==> config.mk <==
export PLATFORM = sky130hd
export DESIGN_NAME = display_spi_command_serializer_top
export DESIGN_NICKNAME = d
export VERILOG_FILES = /design/src/hw/rtl/dsc_pkg.sv /design/src/hw/rtl/dsc_front.sv /design/src/hw/rtl/dsc_queue.sv /design/src/hw/rtl/dsc_back.sv /design/src/hw/rtl/display_spi_command_serializer_top.sv
export SDC_FILE = /design/constraint.sdc
export NUM_CORES = 1
export LEC_CHECK = 0
export ABC_AREA = 1
export BUFFER_PORTS_ARGS = -buffer_cell sky130_fd_sc_hd__buf_2
export CAP_MARGIN = 20
export CORE_MARGIN = 5
export CORE_UTILIZATION = 40
export DETAILED_ROUTE_END_ITERATION = 6
export PLACE_DENSITY = 0.6
export SYNTH_ARGS = -nofsm -noshare
export SYNTH_HDL_FRONTEND = slang
export SYNTH_SLANG_ARGS = --single-unit
==> constraint.sdc <==
create_clock -name clk -period 11.1 [get_ports clk]
set_input_delay 0.555 -clock clk [delete_from_list [all_inputs] [get_ports clk]]
set_output_delay 0.555 -clock clk [all_outputs]
set_load 0.005 [all_outputs]
==> src/hw/rtl/dsc_pkg.sv <==
package dsc_pkg;

    // Input action codes
    typedef enum logic [2:0] {
        ACT_WINDOW = 3'd0,
        ACT_STREAM = 3'd1,
        ACT_CMD    = 3'd2,
        ACT_PARAM  = 3'd3,
        ACT_PLOT   = 3'd4
    } action_t;

    // Configuration register indexes
    typedef enum logic [2:0] {
        CFG_MODE     = 3'd0,
        CFG_WIDTH    = 3'd1,
        CFG_HEIGHT   = 3'd2,
        CFG_COL_CODE = 3'd3,
        CFG_ROW_CODE = 3'd4,
        CFG_MW_CODE  = 3'd5
    } cfg_idx_t;

    // Panel mode: word-padded bus; bit 1 selects 24-bit pixels
    localparam logic [1:0] MODE_WORD_PAD = 2'd1;
    localparam int         MODE_PIX24_BIT = 1;

    localparam int CFG_DATA_W = 10;

    // Job kinds handed from front to back
    typedef enum logic [1:0] {
        JOB_WINDOW = 2'd0,
        JOB_PLOT   = 2'd1,
        JOB_CTL    = 2'd2,
        JOB_PIXEL  = 2'd3
    } job_kind_t;

    // Byte slots of a job; control slots are those up to EL_CODE
    typedef enum logic [3:0] {
        EL_COL_CMD = 4'd0,
        EL_X_HI    = 4'd1,
        EL_X_LO    = 4'd2,
        EL_XE_HI   = 4'd3,
        EL_XE_LO   = 4'd4,
        EL_ROW_CMD = 4'd5,
        EL_Y_HI    = 4'd6,
        EL_Y_LO    = 4'd7,
        EL_YE_HI   = 4'd8,
        EL_YE_LO   = 4'd9,
        EL_MW_CMD  = 4'd10,
        EL_MW_AGN  = 4'd11,
        EL_CODE    = 4'd12,
        EL_PIX0    = 4'd13,
        EL_PIX1    = 4'd14,
        EL_PIX2    = 4'd15
    } elem_t;

    typedef struct packed {
        logic [1:0] mode;
        logic [9:0] width;
        logic [9:0] height;
        logic [7:0] col_code;
        logic [7:0] row_code;
        logic [7:0] mw_code;
    } cfg_t;

    typedef struct packed {
        job_kind_t   kind;
        logic [15:0] x;
        logic [15:0] y;
        logic [15:0] xe;
        logic [15:0] ye;
        logic [15:0] color;
        logic [7:0]  code;
        logic        code_data;
        logic        burst;
    } job_t;

endpackage

==> src/hw/rtl/dsc_front.sv <==
module dsc_front (
    input  dsc_pkg::cfg_t  cfg,
    input  logic           in_fire,
    input  logic [2:0]     action,
    input  logic [15:0]    pos_x,
    input  logic [15:0]    pos_y,
    input  logic [15:0]    span_w,
    input  logic [15:0]    span_h,
    input  logic [15:0]    pixel_color,
    input  logic [7:0]     code_byte,
    input  logic           burst_end,
    output logic           push,
    output dsc_pkg::job_t  job
);
    import dsc_pkg::*;

    logic        keep;
    logic [15:0] w_eff;
    logic [15:0] h_eff;

    // Classify the beat and drop what makes no bytes
    always_comb
    begin
        keep          = 1'b0;
        w_eff         = span_w;
        h_eff         = span_h;
        job.kind      = JOB_WINDOW;
        job.code_data = 1'b0;
        case (action_t'(action))
            ACT_WINDOW:
            begin
                keep     = 1'b1;
                job.kind = JOB_WINDOW;
            end
            ACT_STREAM:
            begin
                keep     = 1'b1;
                job.kind = JOB_PIXEL;
            end
            ACT_CMD:
            begin
                keep     = 1'b1;
                job.kind = JOB_CTL;
            end
            ACT_PARAM:
            begin
                keep          = 1'b1;
                job.kind      = JOB_CTL;
                job.code_data = 1'b1;
            end
            ACT_PLOT:
            begin
                keep     = (pos_x < {6'd0, cfg.height}) && (pos_y < {6'd0, cfg.width});
                job.kind = JOB_PLOT;
                w_eff    = 16'd1;
                h_eff    = 16'd1;
            end
            default:
            begin
                keep = 1'b0;
            end
        endcase

        // Work out window end addresses, wrapping at 16 bits
        job.x     = pos_x;
        job.y     = pos_y;
        job.xe    = pos_x + w_eff - 16'd1;
        job.ye    = pos_y + h_eff - 16'd1;
        job.color = pixel_color;
        job.code  = code_byte;
        job.burst = burst_end;
    end

    assign push = in_fire && keep;

endmodule

==> src/hw/rtl/dsc_queue.sv <==
module dsc_queue #(
    parameter int DEPTH = 4
) (
    input  logic           clk,
    input  logic           rst_n,
    input  logic           push,
    input  dsc_pkg::job_t  push_job,
    input  logic           pop,
    output logic           full,
    output logic           head_valid,
    output dsc_pkg::job_t  head_job
);
    import dsc_pkg::*;

    localparam int PW = $clog2(DEPTH);
    localparam int CW = $clog2(DEPTH + 1);
    localparam logic [PW-1:0] LAST_PTR = PW'(DEPTH - 1);
    localparam logic [CW-1:0] FULL_CNT = CW'(DEPTH);

    job_t          slot_reg [DEPTH];
    logic [PW-1:0] wr_ptr_reg;
    logic [PW-1:0] rd_ptr_reg;
    logic [CW-1:0] count_reg;
    logic [PW-1:0] wr_ptr_next;
    logic [PW-1:0] rd_ptr_next;
    logic [CW-1:0] count_next;
    logic          do_pop;

    assign full       = (count_reg == FULL_CNT);
    assign head_valid = (count_reg != '0);
    assign head_job   = slot_reg[rd_ptr_reg];
    assign do_pop     = pop && head_valid;

    // Advance pointers and occupancy
    always_comb
    begin
        wr_ptr_next = wr_ptr_reg;
        rd_ptr_next = rd_ptr_reg;
        count_next  = count_reg;
        if (push)
        begin
            wr_ptr_next = (wr_ptr_reg == LAST_PTR) ? '0 : wr_ptr_reg + PW'(1);
        end
        if (do_pop)
        begin
            rd_ptr_next = (rd_ptr_reg == LAST_PTR) ? '0 : rd_ptr_reg + PW'(1);
        end
        if (push && !do_pop)
        begin
            count_next = count_reg + CW'(1);
        end
        else if (do_pop && !push)
        begin
            count_next = count_reg - CW'(1);
        end
    end

    always_ff @(posedge clk or negedge rst_n)
    begin
        if (!rst_n)
        begin
            wr_ptr_reg <= '0;
            rd_ptr_reg <= '0;
            count_reg  <= '0;
        end
        else
        begin
            wr_ptr_reg <= wr_ptr_next;
            rd_ptr_reg <= rd_ptr_next;
            count_reg  <= count_next;
        end
    end

    // Store the incoming job
    always_ff @(posedge clk)
    begin
        if (push)
        begin
            slot_reg[wr_ptr_reg] <= push_job;
        end
    end

endmodule

==> src/hw/rtl/dsc_back.sv <==
module dsc_back (
    input  logic           clk,
    input  logic           rst_n,
    input  dsc_pkg::cfg_t  cfg,
    input  logic           head_valid,
    input  dsc_pkg::job_t  head_job,
    output logic           pop,
    output logic           out_valid,
    input  logic           out_stall,
    output logic [7:0]     spi_byte,
    output logic           is_data,
    output logic           run_last,
    output logic           burst_done
);
    import dsc_pkg::*;

    elem_t      elem_reg;
    elem_t      elem_next;
    logic       pad_done_reg;
    logic       pad_done_next;
    logic       fresh_reg;
    logic       fresh_next;
    logic       out_valid_reg;
    logic       out_valid_next;
    logic [7:0] byte_reg;
    logic       data_reg;
    logic       last_reg;
    logic       burst_reg;

    elem_t      cur;
    elem_t      step;
    elem_t      start;
    logic       cur_pad_done;
    logic       advance;
    logic       pix24;
    logic       is_ctl;
    logic       send_pad;
    logic       last_el;
    logic [7:0] el_byte;
    logic       el_data;
    logic [7:0] gen_byte;
    logic       gen_last;

    assign pix24   = cfg.mode[MODE_PIX24_BIT];
    assign advance = head_valid && (!out_valid_reg || !out_stall);

    // Pick the first slot of a new job
    always_comb
    begin
        case (head_job.kind)
            JOB_WINDOW: start = EL_COL_CMD;
            JOB_PLOT:   start = EL_COL_CMD;
            JOB_CTL:    start = EL_CODE;
            JOB_PIXEL:  start = EL_PIX0;
            default:    start = EL_COL_CMD;
        endcase
    end

    assign cur          = fresh_reg ? start : elem_reg;
    assign cur_pad_done = fresh_reg ? 1'b0 : pad_done_reg;
    assign is_ctl       = (cur <= EL_CODE);
    assign send_pad     = (cfg.mode == MODE_WORD_PAD) && is_ctl && !cur_pad_done;

    // Form the byte and flag of the current slot
    always_comb
    begin
        el_data = 1'b1;
        case (cur)
            EL_COL_CMD:
            begin
                el_byte = cfg.col_code;
                el_data = 1'b0;
            end
            EL_X_HI:  el_byte = head_job.x[15:8];
            EL_X_LO:  el_byte = head_job.x[7:0];
            EL_XE_HI: el_byte = head_job.xe[15:8];
            EL_XE_LO: el_byte = head_job.xe[7:0];
            EL_ROW_CMD:
            begin
                el_byte = cfg.row_code;
                el_data = 1'b0;
            end
            EL_Y_HI:  el_byte = head_job.y[15:8];
            EL_Y_LO:  el_byte = head_job.y[7:0];
            EL_YE_HI: el_byte = head_job.ye[15:8];
            EL_YE_LO: el_byte = head_job.ye[7:0];
            EL_MW_CMD, EL_MW_AGN:
            begin
                el_byte = cfg.mw_code;
                el_data = 1'b0;
            end
            EL_CODE:
            begin
                el_byte = head_job.code;
                el_data = head_job.code_data;
            end
            EL_PIX0:
                el_byte = pix24 ? {head_job.color[15:11], 3'b000} : head_job.color[15:8];
            EL_PIX1:
                el_byte = pix24 ? {head_job.color[10:5], 2'b00} : head_job.color[7:0];
            EL_PIX2:  el_byte = {head_job.color[4:0], 3'b000};
            default:  el_byte = 8'h00;
        endcase
    end

    // Decide whether this slot closes the job, and which slot follows
    always_comb
    begin
        last_el = 1'b0;
        step    = elem_t'(cur + 4'd1);
        case (cur)
            EL_MW_CMD:
            begin
                last_el = (head_job.kind == JOB_WINDOW);
                step    = (cfg.mode != 2'd0) ? EL_MW_AGN : EL_PIX0;
            end
            EL_MW_AGN: step = EL_PIX0;
            EL_CODE:   last_el = 1'b1;
            EL_PIX1:   last_el = !pix24;
            EL_PIX2:   last_el = 1'b1;
            default:   last_el = 1'b0;
        endcase
    end

    assign gen_byte = send_pad ? 8'h00 : el_byte;
    assign gen_last = !send_pad && last_el;
    assign pop      = advance && gen_last;

    // Sequence slots of the head job
    always_comb
    begin
        elem_next      = elem_reg;
        pad_done_next  = pad_done_reg;
        fresh_next     = fresh_reg;
        out_valid_next = out_valid_reg && out_stall;
        if (advance)
        begin
            out_valid_next = 1'b1;
            if (send_pad)
            begin
                elem_next     = cur;
                pad_done_next = 1'b1;
                fresh_next    = 1'b0;
            end
            else if (last_el)
            begin
                fresh_next = 1'b1;
            end
            else
            begin
                elem_next     = step;
                pad_done_next = 1'b0;
                fresh_next    = 1'b0;
            end
        end
    end

    always_ff @(posedge clk or negedge rst_n)
    begin
        if (!rst_n)
        begin
            elem_reg      <= EL_COL_CMD;
            pad_done_reg  <= 1'b0;
            fresh_reg     <= 1'b1;
            out_valid_reg <= 1'b0;
        end
        else
        begin
            elem_reg      <= elem_next;
            pad_done_reg  <= pad_done_next;
            fresh_reg     <= fresh_next;
            out_valid_reg <= out_valid_next;
        end
    end

    // Load the output beat
    always_ff @(posedge clk)
    begin
        if (advance)
        begin
            byte_reg  <= gen_byte;
            data_reg  <= el_data;
            last_reg  <= gen_last;
            burst_reg <= gen_last && head_job.burst;
        end
    end

    assign out_valid  = out_valid_reg;
    assign spi_byte   = byte_reg;
    assign is_data    = data_reg;
    assign run_last   = last_reg;
    assign burst_done = burst_reg;

endmodule

==> src/hw/rtl/display_spi_command_serializer_top.sv <==
// An item's beat is written into the job queue, and its first byte is registered as the
// output beat once the item reaches the queue head. The back sequencer emits one byte per
// cycle while out_stall is low; an item makes 2 or 3 bytes for a pixel, up to 26 for a
// padded plot. Items that make no bytes are dropped; the job queue holds QUEUE_DEPTH items.
// Reset (rst_n low, asynchronous) empties the queue and output and loads default registers.
module display_spi_command_serializer_top #(
    parameter int QUEUE_DEPTH = 4
) (
    input  logic        clk,
    input  logic        rst_n,
    input  logic        cfg_we,
    input  logic [2:0]  cfg_addr,
    input  logic [9:0]  cfg_data,
    input  logic        in_valid,
    output logic        in_stall,
    input  logic [2:0]  action,
    input  logic [15:0] pos_x,
    input  logic [15:0] pos_y,
    input  logic [15:0] span_w,
    input  logic [15:0] span_h,
    input  logic [15:0] pixel_color,
    input  logic [7:0]  code_byte,
    input  logic        burst_end,
    output logic        out_valid,
    input  logic        out_stall,
    output logic [7:0]  spi_byte,
    output logic        is_data,
    output logic        run_last,
    output logic        burst_done
);
    import dsc_pkg::*;

    cfg_t cfg_reg;
    cfg_t cfg_next;
    job_t front_job;
    job_t head_job;
    logic push;
    logic pop;
    logic full;
    logic head_valid;

    // Write configuration registers
    always_comb
    begin
        cfg_next = cfg_reg;
        if (cfg_we)
        begin
            case (cfg_idx_t'(cfg_addr))
                CFG_MODE:     cfg_next.mode     = cfg_data[1:0];
                CFG_WIDTH:    cfg_next.width    = cfg_data[9:0];
                CFG_HEIGHT:   cfg_next.height   = cfg_data[9:0];
                CFG_COL_CODE: cfg_next.col_code = cfg_data[7:0];
                CFG_ROW_CODE: cfg_next.row_code = cfg_data[7:0];
                CFG_MW_CODE:  cfg_next.mw_code  = cfg_data[7:0];
                default:      cfg_next = cfg_reg;
            endcase
        end
    end

    always_ff @(posedge clk or negedge rst_n)
    begin
        if (!rst_n)
        begin
            cfg_reg.mode     <= 2'd0;
            cfg_reg.width    <= 10'd320;
            cfg_reg.height   <= 10'd240;
            cfg_reg.col_code <= 8'h2A;
            cfg_reg.row_code <= 8'h2B;
            cfg_reg.mw_code  <= 8'h2C;
        end
        else
        begin
            cfg_reg <= cfg_next;
        end
    end

    assign in_stall = full;

    dsc_front u_front (
        .cfg         (cfg_reg),
        .in_fire     (in_valid && !full),
        .action      (action),
        .pos_x       (pos_x),
        .pos_y       (pos_y),
        .span_w      (span_w),
        .span_h      (span_h),
        .pixel_color (pixel_color),
        .code_byte   (code_byte),
        .burst_end   (burst_end),
        .push        (push),
        .job         (front_job)
    );

    dsc_queue #(
        .DEPTH (QUEUE_DEPTH)
    ) u_queue (
        .clk        (clk),
        .rst_n      (rst_n),
        .push       (push),
        .push_job   (front_job),
        .pop        (pop),
        .full       (full),
        .head_valid (head_valid),
        .head_job   (head_job)
    );

    dsc_back u_back (
        .clk        (clk),
        .rst_n      (rst_n),
        .cfg        (cfg_reg),
        .head_valid (head_valid),
        .head_job   (head_job),
        .pop        (pop),
        .out_valid  (out_valid),
        .out_stall  (out_stall),
        .spi_byte   (spi_byte),
        .is_data    (is_data),
        .run_last   (run_last),
        .burst_done (burst_done)
    );

endmodule

==> qor.tcl, run 1 <==
set qor(io_buffer_count) 122
set qor(synthesis.area_per_instance_um2) 10.4
set qor(slew_viol_final) 0
set qor(power.leakage_nw) 9.42
set qor(worstPathMaxFanout) 48
set qor(postRouteWirelength_um) 55700
set qor(tritoncts) {built}
set qor(crit_slowest_cell) {sky130_fd_sc_hd__clkinv_2}
set qor(report.final.setup_viol) 0
set qor(synthMuxAreaShare_pct) 0.0545
set qor(root_buffer) {sky130_fd_sc_hd__clkbuf_16}
set qor(grt_antenna_before_repair) 2
set qor(core_area_um2) 51200
set qor(clock.fmax_mhz) 218
set qor(synth_cell_type_count) 51
set qor(fraction_of_layout_instances_using_a_drive_strength_above_1_pct) 12.7
set qor(startpoint_type) {register}
set qor(clock_path_buffers) 3
set qor(routed-via-count) 14600
set qor(finish.instance_area_um2) 23400
set qor(critical_register_to_register_path_endpoint) {u_queue.count_reg[1]}
set qor(finish.net_count) 2284
set qor(grt_use_total_pct) 19.3
set qor(total_gr_overflow) 0
set qor(post_synth_xor_area_fraction_pct) 1.36
set qor(clk_pin_slew_ns) 0.05
set qor(final_core_util_pct) 45.8
set qor(cp_num_buf_inv) 6
set qor(ys_seq_elements) 439
set qor(leading_cell_types_in_the_layout_fill_and_taps_excluded) {sky130_fd_sc_hd__edfxtp_1, sky130_fd_sc_hd__nand2_1, sky130_fd_sc_hd__nor2_1, sky130_fd_sc_hd__o21ai_0, sky130_fd_sc_hd__inv_1}
set qor(setup.worst_path.end_class) {register}
set qor(yosys_warnings) 0
set qor(worstPathRequired_ns) 11.54
set qor(timing.setup.tns_ns) 0
set qor(initial_util_pct) 40.3
set qor(status) {complete, no violations}
set qor(area_overhead_vs_synth_pct) 13.5
set qor(htreeDepth) 2
set qor(height_of_the_chip_um) 237
set qor(cp_slowest_stage_delay_ns) 0.63
set qor(most_common_cell_after_layout_fill_and_taps_aside) {sky130_fd_sc_hd__edfxtp_1}
set qor(rsz0062_at_grt) {no}
set qor(first_iter_violations) 1113
set qor(timing.final.hold_violations) 0
set qor(cts_inserted_buffers) 47
set qor(layout_min_cycle_time_ns) 4.59
set qor(via_per_inst) 5.22
set qor(die_w_um) 237
set qor(dominant_combinational_cell_family_by_area_after_synthesis) {simple AND/OR/NAND/NOR gates}
set qor(synthesis.area_um2) 20600
set qor(postSynthCellCount) 1977
set qor(drt.antenna.violating_nets) 0
set qor(crit_chain) {buf_4 -> clkinv_2 -> nand3_2 -> nand3_4 -> o21ai_1 -> inv_2 -> ha_1 -> inv_1 -> nand2_1 -> nand2_2 -> nand2_4 -> inv_2 -> nand2_2 -> ha_1 -> inv_1 -> fa_1 -> mux2_2}
set qor(reg2reg_from) {u_queue.rd_ptr_reg[1]}
set qor(synth_nets) 2176
set qor(layout_worst_path_cycle_share_pct) 41.4
set qor(postCtsResizedCells) 0
set qor(grt_start_max_net_pins) 84
set qor(ioPinCount) 123
set qor(worst_clock_skew_ns) 0.0235
set qor(timing.reg2reg.setup_slack_ns) 6.51
set qor(cpLargestDelayFamily) {buffers and inverters}
set qor(edff_count_synth) 379
set qor(synth-main-ff-cell) {sky130_fd_sc_hd__edfxtp_1}
set qor(worst_ir_drop_vdd_v) 0.000130
set qor(async_flop_share_pct) 13.7
set qor(first_pass_grt_wire_length_um) 84300
set qor(worst_hold_path_type) {input port to asynchronous set/reset pin}
set qor(gpl.final_weighted_congestion) 0.893
set qor(clkSinkCount) 439
set qor(placement_row_count) 83
set qor(flip_flop_count_of_the_largest_register_all_copies_and_words_added) 368
set qor(synth_adder_area_share_pct) 5.50
set qor(routedWlPerCell_um) 19.9
set qor(design_power_total_mw) 5.69
set qor(timing.slew.headroom_pct) 30.4
set qor(dp.final_hpwl_um) 37300
set qor(clock_insertion_delay_at_the_later_pin_of_the_skew_report_ns) 0.58
set qor(cts-hold-fix-buffers) 0
set qor(fin_worst_hold_slack_ns) 0.180
set qor(dpl_cell_area_um2) 21900
set qor(cp_data_arrival_time_ns) 5.04
set qor(drt_first_pass_iters) 5
set qor(cts_setup_buffers) 0
set qor(die_area_um2) 56300
set qor(remaining_drc_errors) 0
set qor(worst-r2r-cell-count) 17
set qor(synth.yosys.seq_area_share_pct) 62.5
set qor(critPathKind) {register to register}
set qor(first_global_vias) 14200
set qor(drv_cap) 0
set qor(complex_gate_fraction_of_the_synthesized_area_pct) 10.0
set qor(worstMarginPinSlew_ns) 1.04
set qor(cellPowerDensity_nw_per_um2) 243
set qor(synth-simple-area-share_pct) 15.1
synthesized netlist by cell type (2+ instances only):
library cell                instances  area, µm²
sky130_fd_sc_hd__a211oi_1           2       15.0
sky130_fd_sc_hd__a21o_1             4       30.0
sky130_fd_sc_hd__a21oi_1           51        255
sky130_fd_sc_hd__and3_1             2       12.5
sky130_fd_sc_hd__buf_2             36        180
sky130_fd_sc_hd__buf_4              8       60.1
sky130_fd_sc_hd__buf_6              3       33.8
sky130_fd_sc_hd__clkbuf_1          32        120
sky130_fd_sc_hd__clkinv_1           8       30.0
sky130_fd_sc_hd__dfrtp_1           43       1080
sky130_fd_sc_hd__dfstp_2           17        447
sky130_fd_sc_hd__edfxtp_1         379      11400
sky130_fd_sc_hd__fa_1               3       60.1
sky130_fd_sc_hd__ha_1              86       1080
sky130_fd_sc_hd__inv_1            179        672
sky130_fd_sc_hd__inv_2              9       33.8
sky130_fd_sc_hd__nand2_1          353       1330
sky130_fd_sc_hd__nand2_2            7       43.8
sky130_fd_sc_hd__nand3_1           90        450
sky130_fd_sc_hd__nand3_2            4       40.0
sky130_fd_sc_hd__nand3b_1           3       22.5
sky130_fd_sc_hd__nand4_1           10       62.6
sky130_fd_sc_hd__nor2_1           268       1010
sky130_fd_sc_hd__nor2_2             3       18.8
sky130_fd_sc_hd__nor3_1             5       25.0
sky130_fd_sc_hd__o2111ai_1          2       17.5
sky130_fd_sc_hd__o21a_1             2       15.0
sky130_fd_sc_hd__o21ai_0          222       1110
sky130_fd_sc_hd__o21ai_1           22        110
sky130_fd_sc_hd__o21bai_1           3       22.5
sky130_fd_sc_hd__o22a_1             4       35.0
sky130_fd_sc_hd__o22ai_1           60        375
sky130_fd_sc_hd__o31ai_1            3       22.5
sky130_fd_sc_hd__or2_2              7       43.8
sky130_fd_sc_hd__xnor2_1           16        140
sky130_fd_sc_hd__xor2_1            16        140
power breakdown:
part | total (mW) | internal [mW] | switching, mW
combinational | 1.93 | 0.545 | 1.38
sequential | 2.20 | 2.11 | 0.0949
clock | 1.56 | 0.934 | 0.626
per-stage QoR:
step | instances | setup WS [ns]
after floorplan | 1977 | 5.14
after global placement | 2716 | 6.62
after detailed placement | 2716 | 6.50
after CTS | 2802 | 6.49
after global routing | 2802 | 6.19
final | 2804 | 6.51
routing by layer:
metal	GRT usage (%)	routed length, µm	share of wire, %
met1	25.6	23400	42
met2	32.0	26700	48
met3	3.86	3860	6.9
met4	6.49	1690	3.0
met5	0	13	0.023
how the worst max path moves through the flow:
| stage | endpoint | startpoint | cells past startpoint |
|---|---|---|---|
| after floorplan | u_queue.slot_reg[0][0] | pos_x[5] | 10 |
| after global routing | u_queue.count_reg[1] | u_queue.rd_ptr_reg[1] | 17 |
| final | u_queue.count_reg[1] | u_queue.rd_ptr_reg[1] | 17 |
| after global placement | u_queue.count_reg[1] | u_queue.rd_ptr_reg[1] | 17 |
| after CTS | u_queue.count_reg[1] | u_queue.rd_ptr_reg[1] | 17 |
| after detailed placement | u_queue.count_reg[1] | u_queue.rd_ptr_reg[1] | 17 |
layout make-up:
type	instances	area [µm²]
tap	680	851
multi-input combinational	1261	6640
fill	4801	27800
clock buffer	67	1340
sequential	439	12900
timing repair buffer	139	738
inverter	197	743
antenna	2	5.00
clock inverter	19	210
cell families (layout without fill, tap and decap cells):
kind of cell	count (synthesis)	count (layout)
adder cells (fa/ha/maj)	89	89
AND/OR/NAND/NOR	758	758
multiplexers	1	1
buffers and inverters	277	422
XOR/XNOR	32	32
flip-flops	439	439
other	0	2
AO/OA/AOI/OAI	381	381
(Power assumes the default switching activity.)
==> run 2, diff against run 1 <==
--- a/config.mk
+++ b/config.mk
@@ -5,13 +5,13 @@
 export SDC_FILE = /design/constraint.sdc
 export NUM_CORES = 1
 export LEC_CHECK = 0
-export ABC_AREA = 1
+export ABC_AREA = 0
 export BUFFER_PORTS_ARGS = -buffer_cell sky130_fd_sc_hd__buf_2
 export CAP_MARGIN = 20
 export CORE_MARGIN = 5
 export CORE_UTILIZATION = 40
 export DETAILED_ROUTE_END_ITERATION = 6
-export PLACE_DENSITY = 0.6
+export PLACE_DENSITY = 0.62
 export SYNTH_ARGS = -nofsm -noshare
 export SYNTH_HDL_FRONTEND = slang
 export SYNTH_SLANG_ARGS = --single-unit
==> constraint.sdc (replaced) <==
create_clock -name clk -period 3.9 [get_ports clk]
set_input_delay 0.195 -clock clk [delete_from_list [all_inputs] [get_ports clk]]
set_output_delay 0.195 -clock clk [all_outputs]
set_load 0.005 [all_outputs]
==> run 2 against run 1 <==
  * Sequential cell count stayed put
  * Die area is 2.5% lower
  * Non-clock buffer count is 91 higher
  * Utilization is 2.0 points higher
  * Clock power grew to 2.7 times the previous value
  * Combinational power grew to 2.6 times the previous value
  * Sequential share of layout area is 1.0 points lower
  * Critical path depth is 1 lower
  * Wire length is 11% lower
  * Clock skew is 0.0010 ns higher
  * Critical endpoint is now u_queue.slot_reg[2][57]
  * Highest routed layer is now met4
==> qor.tcl, run 2 <==
set qor(timing.slew.headroom_pct) 30.0
set qor(postSynthCellCount) 1270
set qor(via_per_inst) 5.39
set qor(routed-via-count) 11900
set qor(yosys_warnings) 0
set qor(drt.antenna.violating_nets) 0
set qor(synth_nets) 1469
set qor(io_buffer_count) 122
set qor(slew_viol_final) 0
set qor(cp_slowest_stage_delay_ns) 0.56
set qor(first_global_vias) 11800
set qor(worstPathRequired_ns) 4.20
set qor(timing.setup.tns_ns) 0
set qor(synth.most_common_cell) {sky130_fd_sc_hd__edfxtp_1}
set qor(worst_hold_path_type) {input port to register}
set qor(htreeDepth) 2
set qor(drv_cap) 0
set qor(synth_cell_type_count) 74
set qor(postRouteWirelength_um) 49500
set qor(tritoncts) {built}
set qor(crit_chain) {dlygate4sd3_1 -> buf_2 -> or3b_1 -> nand2_1 -> ha_1 -> inv_1 -> ha_1 -> inv_1 -> fa_1 -> nor2b_1 -> o21a_1 -> o21ai_1 -> a2111oi_1 -> buf_4 -> nor3_1 -> or3b_1}
set qor(cp_num_buf_inv) 5
set qor(worstMarginPinSlew_ns) 1.05
set qor(layout_min_cycle_time_ns) 3.66
set qor(remaining_drc_errors) 0
set qor(edff_count_synth) 379
set qor(dpl_cell_area_um2) 21700
set qor(first_iter_violations) 932
set qor(ys_seq_elements) 439
set qor(multi_input_comb_area_um2) 6530
set qor(final.fill_count) 4297
set qor(grt_antenna_before_repair) 0
set qor(layout_worst_path_cycle_share_pct) 93.9
set qor(setup.worst_path.end_class) {register}
set qor(finish.instance_area_um2) 23900
set qor(crit_slowest_cell) {sky130_fd_sc_hd__or3b_1}
set qor(root_buffer) {sky130_fd_sc_hd__clkbuf_16}
set qor(placement_row_count) 82
set qor(ioPinCount) 123
set qor(design_power_total_mw) 15.5
set qor(status) {complete, no violations}
set qor(clock.fmax_mhz) 273
set qor(synth.top_cells.by_count) {sky130_fd_sc_hd__edfxtp_1, sky130_fd_sc_hd__inv_1, sky130_fd_sc_hd__mux4_2, sky130_fd_sc_hd__ha_1, sky130_fd_sc_hd__nand2_1}
set qor(fraction_of_layout_instances_using_a_drive_strength_above_1_pct) 25.4
set qor(startpoint_type) {input port}
set qor(gpl.final_weighted_congestion) 0.844
set qor(synth_top_cell_by_area) {sky130_fd_sc_hd__edfxtp_1}
set qor(power.leakage_nw) 8.78
set qor(area.sequential_um2) 12900
set qor(total_gr_overflow) 0
set qor(worst_ir_drop_vdd_v) 0.000503
set qor(timing.final.hold_violations) 0
set qor(flip_flop_count_of_the_largest_register_all_copies_and_words_added) 368
set qor(routedWlPerCell_um) 22.5
set qor(height_of_the_chip_um) 234
set qor(clock_path_buffers) 3
set qor(cellPowerDensity_nw_per_um2) 648
set qor(synthesis.area_per_instance_um2) 15.8
set qor(area_overhead_vs_synth_pct) 18.8
set qor(rsz0062_at_grt) {no}
set qor(cts_inserted_buffers) 46
set qor(area_contributors_post_synth) {sky130_fd_sc_hd__edfxtp_1, sky130_fd_sc_hd__mux4_2, sky130_fd_sc_hd__dfrtp_1, sky130_fd_sc_hd__ha_1, sky130_fd_sc_hd__inv_1}
set qor(async_flop_share_pct) 13.7
set qor(synth.top_cell.area_share_pct) 56.6
set qor(core_area_um2) 50000
set qor(grt_use_total_pct) 18.0
set qor(clkSinkCount) 439
set qor(synth.yosys.seq_area_share_pct) 64.2
set qor(most_common_cell_after_layout_fill_and_taps_aside) {sky130_fd_sc_hd__edfxtp_1}
set qor(grt_start_max_net_pins) 101
set qor(worstPathMaxFanout) 4
set qor(drt_first_pass_iters) 5
set qor(first_pass_grt_wire_length_um) 73800
set qor(leading_cell_types_in_the_layout_fill_and_taps_excluded) {sky130_fd_sc_hd__edfxtp_1, sky130_fd_sc_hd__inv_1, sky130_fd_sc_hd__buf_2, sky130_fd_sc_hd__mux4_2, sky130_fd_sc_hd__ha_1}
set qor(clk_pin_slew_ns) 0.06
set qor(cpLargestDelayFamily) {simple AND/OR/NAND/NOR gates}
set qor(dp.final_hpwl_um) 34400
set qor(finish.net_count) 1694
set qor(die_w_um) 234
set qor(initial_util_pct) 40.2
set qor(synth-main-ff-cell) {sky130_fd_sc_hd__edfxtp_1}
set qor(synthesis.area_um2) 20100
set qor(cp_data_arrival_time_ns) 3.96
set qor(report.final.setup_viol) 0
set qor(critPathKind) {input port to register}
set qor(fin_worst_hold_slack_ns) 0.0533
set qor(worst_clock_skew_ns) 0.0245
set qor(clock_insertion_delay_at_the_later_pin_of_the_skew_report_ns) 0.58
set qor(die_area_um2) 54800
## run 2: power breakdown
part	internal [mW]	total (mW)	switching (mW)
Sequential	6.02	6.29	0.270
Clock	2.44	4.21	1.77
Combinational	2.14	4.97	2.83
## run 2: routing by layer
metal | GRT usage, % | part of all wire [%]
met2 | 30.0 | 49
met4 | 4.02 | 1.5
met5 | 0 | 0
met3 | 2.63 | 4.7
met1 | 25.2 | 45
## run 2: cell type report
type / instances / area share (%)
Timing Repair Buffer: 230 / 7.04
Tap cell: 672 / 3.52
Antenna cell: 1 / 0.0105
Clock inverter: 16 / 0.644
Multi-Input combinational cell: 652 / 27.3
Sequential cell: 439 / 54.1
Inverter: 126 / 1.98
Clock buffer: 68 / 5.42
## run 2: what timing repair did
action                                  4_1_cts  5_1_grt
hold buffers                                 70        0
resized for setup                             0        2
endpoints found under the setup margin        0       11
setup buffers                                 0        0
hold endpoints to repair                    296        0
## run 2: worst paths after layout
kind                       cells past startpoint  slack (ns)                      end                   from
setup / recovery                              16        0.24  u_queue.slot_reg[2][57]              action[1]
hold / removal                                 3        0.05              cfg_reg[44]            cfg_addr[0]
max in group asynchronous                      4        2.88              cfg_reg[42]                  rst_n
min in group asynchronous                      2        0.08       u_back.elem_reg[1]                  rst_n
hold reg to reg                                2        0.49         u_back.out_valid       u_back.out_valid
setup reg to reg                              10        0.25       u_back.spi_byte[1]  u_queue.rd_ptr_reg[0]
## run 2: tightest hold or removal path, stage by stage
cell and delay [ns]:
sky130_fd_sc_hd__buf_2 0.16, sky130_fd_sc_hd__nor4b_1 0.10, sky130_fd_sc_hd__o21ai_0 0.14
## run 2: cell families after synthesis
| logic type | synth area share [%] |
|---|---|
| flip-flops | 64.2 |
| AND/OR/NAND/NOR | 5.18 |
| AO/OA/AOI/OAI | 6.52 |
| buffers and inverters | 3.61 |
| multiplexers | 13.4 |
| adder cells (fa/ha/maj) | 5.65 |
| XOR/XNOR | 1.39 |
## run 2: metrics by stage
step / instances / utilization, % / setup slack [ns]
after floorplan: 1270 / - / 0.0994
after global placement: 2047 / 43.4 / 0.176
after detailed placement: 2047 / 43.4 / 0.112
after CTS: 2201 / 47.7 / 0.138
after global routing: 2203 / 47.8 / 0.0320
final: 2204 / 47.8 / 0.240
